==> config.mk <==
export PLATFORM = sky130hd
export DESIGN_NAME = tlm_ctrl
export DESIGN_NICKNAME = d
export VERILOG_FILES = /design/src/hw/rtl/tlm_pkg.sv /design/src/hw/rtl/tlm_ctrl.sv
export SDC_FILE = /design/constraint.sdc
export NUM_CORES = 1
export LEC_CHECK = 0
export BUFFER_PORTS_ARGS = -buffer_cell sky130_fd_sc_hd__buf_4
export CAP_MARGIN = 10
export CORE_AREA = 2 2 39 41
export DETAILED_ROUTE_END_ITERATION = 8
export DIE_AREA = 0 0 41 43
export SETUP_SLACK_MARGIN = 0.15
export SYNTH_ARGS = -nofsm -noshare
export SYNTH_HDL_FRONTEND = slang
export SYNTH_SLANG_ARGS = --single-unit
==> constraint.sdc <==
create_clock -name clock -period 2.3 [get_ports clock]
set_clock_uncertainty 0.2 [all_clocks]
set_input_delay 0.69 -clock clock [delete_from_list [all_inputs] [get_ports clock]]
set_output_delay 0.69 -clock clock [all_outputs]
set_load 0.1 [all_outputs]
==> src/hw/rtl/tlm_pkg.sv <==
`default_nettype none
package tlm_pkg;

   // field widths
   localparam int TIME_W  = 32;
   localparam int ADC_W   = 12;
   localparam int PCT_W   = 16;
   localparam int LIT_W   = 24;
   localparam int CAP_W   = 16;
   localparam int MASK_W  = 4;

   // stream and register port widths
   localparam int REQ_W   = 48;
   localparam int RSP_W   = 112;
   localparam int CSR_AW  = 3;
   localparam int CSR_DW  = 24;

   // parameter defaults
   localparam logic [TIME_W-1:0] READ_INTERVAL_DEF = 32'd1000;
   localparam logic [CAP_W-1:0]  CAPACITY_DEF      = 16'd1000;

   // register indexes
   localparam logic [CSR_AW-1:0] REG_ADC_MIN       = 3'd0;
   localparam logic [CSR_AW-1:0] REG_ADC_MAX       = 3'd1;
   localparam logic [CSR_AW-1:0] REG_OVF_PCT       = 3'd2;
   localparam logic [CSR_AW-1:0] REG_OVF_CLR_PCT   = 3'd3;
   localparam logic [CSR_AW-1:0] REG_CRIT_PCT      = 3'd4;
   localparam logic [CSR_AW-1:0] REG_LOCK_REL_PCT  = 3'd5;
   localparam logic [CSR_AW-1:0] REG_CRIT_SET_LIT  = 3'd6;
   localparam logic [CSR_AW-1:0] REG_CRIT_REL_LIT  = 3'd7;

   // percent scaling: dividend (raw - adc_min) * 10000 needs 26 bits
   localparam int NUM_W   = 26;
   localparam int CNT_W   = $clog2(NUM_W);
   localparam logic [NUM_W-1:0] PCT_SCALE = 26'd10000;

   // divide by 1000 as shift by 3 then reciprocal of 125
   localparam int PROD_W  = 2 * CAP_W;
   localparam int Y_W     = PROD_W - 3;
   localparam int RCP_W   = 30;
   localparam int RCP_SH  = 36;
   localparam int RP_W    = Y_W + RCP_W;
   localparam int Q0_W    = RP_W - RCP_SH;
   localparam logic [RCP_W-1:0] RCP_125 = 30'd549755813;
   localparam logic [RCP_W-1:0] DIV_125 = 30'd125;

   typedef struct packed {
      logic capture;
      logic check;
      logic div_step;
      logic mul;
      logic rec;
      logic fix;
      logic load_out;
   } tlm_cmd_type;

   typedef struct packed {
      logic elapsed;
      logic out_free;
   } tlm_sts_type;

endpackage
`default_nettype wire

==> src/hw/rtl/tlm_ctrl.sv <==
`default_nettype none
module tlm_ctrl (
   input  wire logic                 clock,
   input  wire logic                 reset,
   input  wire logic                 req_tvalid,
   output logic                      req_tready,
   input  tlm_pkg::tlm_sts_type      sts,
   output tlm_pkg::tlm_cmd_type      cmd
);
   import tlm_pkg::*;

   localparam logic [2:0] ST_IDLE  = 3'd0;
   localparam logic [2:0] ST_CHECK = 3'd1;
   localparam logic [2:0] ST_DIV   = 3'd2;
   localparam logic [2:0] ST_MUL   = 3'd3;
   localparam logic [2:0] ST_REC   = 3'd4;
   localparam logic [2:0] ST_FIX   = 3'd5;
   localparam logic [2:0] ST_OUT   = 3'd6;

   logic [2:0]       state_ff, state_in;
   logic [CNT_W-1:0] cnt_ff, cnt_in;

   always_comb begin
      state_in   = state_ff;
      cnt_in     = cnt_ff;
      cmd        = '0;
      req_tready = 1'b0;
      case (state_ff)
         ST_IDLE: begin
            req_tready = 1'b1;
            if (req_tvalid) begin
               cmd.capture = 1'b1;
               state_in    = ST_CHECK;
            end
         end
         ST_CHECK: begin
            cmd.check = 1'b1;
            cnt_in    = '0;
            // a tick inside the read interval is dropped here
            state_in  = sts.elapsed ? ST_DIV : ST_IDLE;
         end
         ST_DIV: begin
            cmd.div_step = 1'b1;
            cnt_in       = cnt_ff + 1'b1;
            if (cnt_ff == CNT_W'(NUM_W - 1)) begin
               state_in = ST_MUL;
            end
         end
         ST_MUL: begin
            cmd.mul  = 1'b1;
            state_in = ST_REC;
         end
         ST_REC: begin
            cmd.rec  = 1'b1;
            state_in = ST_FIX;
         end
         ST_FIX: begin
            cmd.fix  = 1'b1;
            state_in = ST_OUT;
         end
         ST_OUT: begin
            if (sts.out_free) begin
               cmd.load_out = 1'b1;
               state_in     = ST_IDLE;
            end
         end
         default: begin
            state_in = ST_IDLE;
         end
      endcase
   end

   always_ff @(posedge clock) begin
      if (reset) begin
         state_ff <= ST_IDLE;
         cnt_ff   <= '0;
      end else begin
         state_ff <= state_in;
         cnt_ff   <= cnt_in;
      end
   end

endmodule
`default_nettype wire

==> reports/results.txt <==
The logs give 0.000220 V for the maximum ir drop on the vdd rail and 89 for the final standard cell count with taps included and fillers excluded. Detailed placement ended at an HPWL of 751 um. For the number of nets at the end of the flow, the log shows 82. Cells with a size suffix above 1 make up 50.7% of the layout. The worst min-delay path category was reg -> reg.

The flop and latch count out of synthesis works out to 8. Measured along the x axis, the die boundary spans 41 um. The prevailing post-synth register cell is dfxtp_1.

Counting flops with an async set or reset pin after synthesis yields a share of 0%. The number of enable flip-flop cells after synthesis works out to 0. Setup total negative slack on the finished layout was measured at 0 ns. The tools report the net count after synthesis as 63. In this run, placement finished with an instance count of 86. The detailed router placed 456 vias in this run. Cell type contributing the most total cell area after synthesis: dfxtp_1.

For the number of design-rule violations left by the first detailed-router iteration, the log shows 6. The worst register-to-register path begins at state_ff[0]$_SDFFE_PP0P_. The initial utilization of the core area, before any placement, comes to 33.0%. The die covers 1760 um2. Buffer depth of the longest clock path: 2. The tools report the CTS buffer count as 3.

The run gives 0 as the number of antenna-violating nets in the routed design. The max-slew violation count is 0. The area overhead of the layout relative to synthesis is 61.9%, and the pin count of the biggest net entering global routing is 11. The ratio of routed vias to standard cells is 5.12. The total area inside the core boundary comes to 1380 um2.

Master cell of the clock root buffer: clkbuf_4. Averaged over all synthesized cells, the footprint is 8.16 um2. For the static power due to leakage, the log shows 0.284 nW. For this block, the routed nets add up to 979 um of wire. The type of element capturing the critical path was a primary output. Signal arrival time at the worst endpoint: 1.36 ns. The floorplan step set the die height to 43 um. The minimum period implied by the final worst setup slack is 2.25 ns, and the relative slew slack is 79.3%.

The overall routing resource usage came out at 14.7%. Clock latency of the later-clocked register in the worst-skew pair: 0.24 ns. The tool flagged a number of max-cap violations equal to 0. The origin of the worst min-delay path was state_ff[0]$_SDFFE_PP0P_.

In this run the power density over the cells is 543 nW/um2. The I/O pin count was 13. The worst setup path is launched from a register. The run gives 0 as the number of setup buffers added after CTS. Clock-pin slew was measured on the worst setup and hold paths at 0.05 ns. The number of placement rows is 14. The via count of the first global-routing pass is 432, and the final estimated routing congestion in global placement is 0.727.

The critical path is of the reg -> out type. The hold violation total from the final report came out at 0. Timing would allow up to 444 MHz. The share of the Yosys chip area taken by registers is 35.1%. The number of cells produced by synthesis is 56. The first detailed-routing pass took 3 iterations. Global routing finished with a remaining overflow of 0. The tools report the final number of setup-violating endpoints as 0.

Most frequent standard cell in the layout excluding fill and tap cells: buf_4. The first global-routing pass estimated 1830 um of wire. Buffers placed on the I/O ports in this run total 12. The number of different library cells in the post-synthesis netlist is 28. The critical path starts at state_ff[0]$_SDFFE_PP0P_. Leaving out fill and tap cells, the most frequent cells in the layout are buf_4 (9), a21oi_1 (6), buf_6 (6). The number of DRC violations after detailed routing came out at 0. In this run the worst path has a maximum fanout of 6. Clock tree synthesis found a total of 8 sinks. The measured slew at the worst slew-check pin works out to 0.302 ns.

TritonCTS built the clock tree. The total inserted antenna cells is 0. Dividing the detail-routed wire length by the instance count gives 11.0 um.

The number of antenna violations at the first check in global routing was 0. Yosys attributes the largest share of cell area to dfxtp_1 (35%), a21oi_1 (6.6%), ha_1 (5.5%), or3_1 (4.1%), inv_1 (3.3%). The count of warnings emitted by yosys came out at 0. In the finished design, the share of the clock period the worst path needs comes to 98.0%. The run finished with clean final reports.

The area share of the largest cell type after synthesis is 35.1%, and the summed instance area of the synthesized netlist is 457 um2. The required time of the worst setup path came out at 1.41 ns. The tools report the H-tree depth reported by CTS as 1. Setup repair after global routing could not meet its margin everywhere.
-- synthesized netlist by cell type, types with 2 or more instances --
master / n
o211ai_1: 2
ha_1: 2
nand2_1: 4
a21oi_1: 6
or2_2: 2
or3_1: 3
clkbuf_1: 2
o31ai_1: 2
dfxtp_1: 8
nor3_1: 2
inv_1: 4
o21ai_0: 2
nand3_1: 2
-- worst max-delay path: stages (launching register included) --
cell and delay, ns:
dfxtp_2 0.33, buf_6 0.12, or3b_4 0.39, clkinvlp_4 0.11, buf_12 0.17
-- where the power goes --
group / switching (W) / leakage [nW] / internal, W
clock network: 0.0000418 / 0.0138 / 0.0000593
logic: 0.0000938 / 0.203 / 0.0000584
registers: 0.00000545 / 0.0664 / 0.000143
-- metrics by stage --
step,hold slack [ns],total power [W],setup slack (ns),area (um2),utilization [%]
after floorplan,0.273,0.000254,-0.342,523,-
after global placement,0.292,0.000281,0.135,632,45.7
after detailed placement,0.287,0.000281,0.143,632,45.7
after CTS,0.259,0.000402,0.0206,723,52.3
after global routing,0.280,0.000421,0.00238,739,53.4
final,0.256,0.000402,0.0470,739,53.4
-- logic make-up (layout without fill, tap and decap cells) --
| logic type | Yosys count | in the layout | share of synthesized area [%] |
|---|---|---|---|
| compound gates | 15 | 15 | 20.5 |
| fa+ha+maj | 2 | 2 | 5.48 |
| buf+inv | 9 | 26 | 9.31 |
| flops | 8 | 8 | 35.1 |
| simple gates | 22 | 22 | 29.6 |
-- worst paths after layout --
check	endpoint	slack (ns)	cells after the start
worst max-delay path	cmd[4]	0.05	4
worst min-delay path	state_ff[0]$_SDFFE_PP0P_	0.26	1
worst max register to register	cnt_ff[3]$_SDFFE_PP0P_	0.54	5
worst min register to register	state_ff[0]$_SDFFE_PP0P_	0.26	1
-- flip-flops by register name, summed over array words and instances (netlist names) --
signal,flops
state_ff,3
cnt_ff,5
-- repair_timing --
item,4_1_cts,5_1_grt
gates resized for setup,20,4
setup endpoints to repair,6,7
gates cloned,0,0
hold buffers,0,0
pin swaps,1,3
-- layout make-up --
type | count | area [um2]
fillers | 137 | 644
multi-input cells | 39 | 289
repair buffers | 19 | 215
flip-flops and latches | 8 | 166
inverters | 4 | 26.3
clock buffers | 3 | 22.5
well taps | 16 | 20.0
-- routing by layer --
layer / share of wire (%) / routed length (um) / track usage, %
met1: 45 / 436 / 21.2
met2: 50 / 487 / 20.3
met3: 4.7 / 46 / 3.66
met4: 0.92 / 9 / 6.00
met5: 0 / 0 / 0
Power figures use the tool's default switching activity.
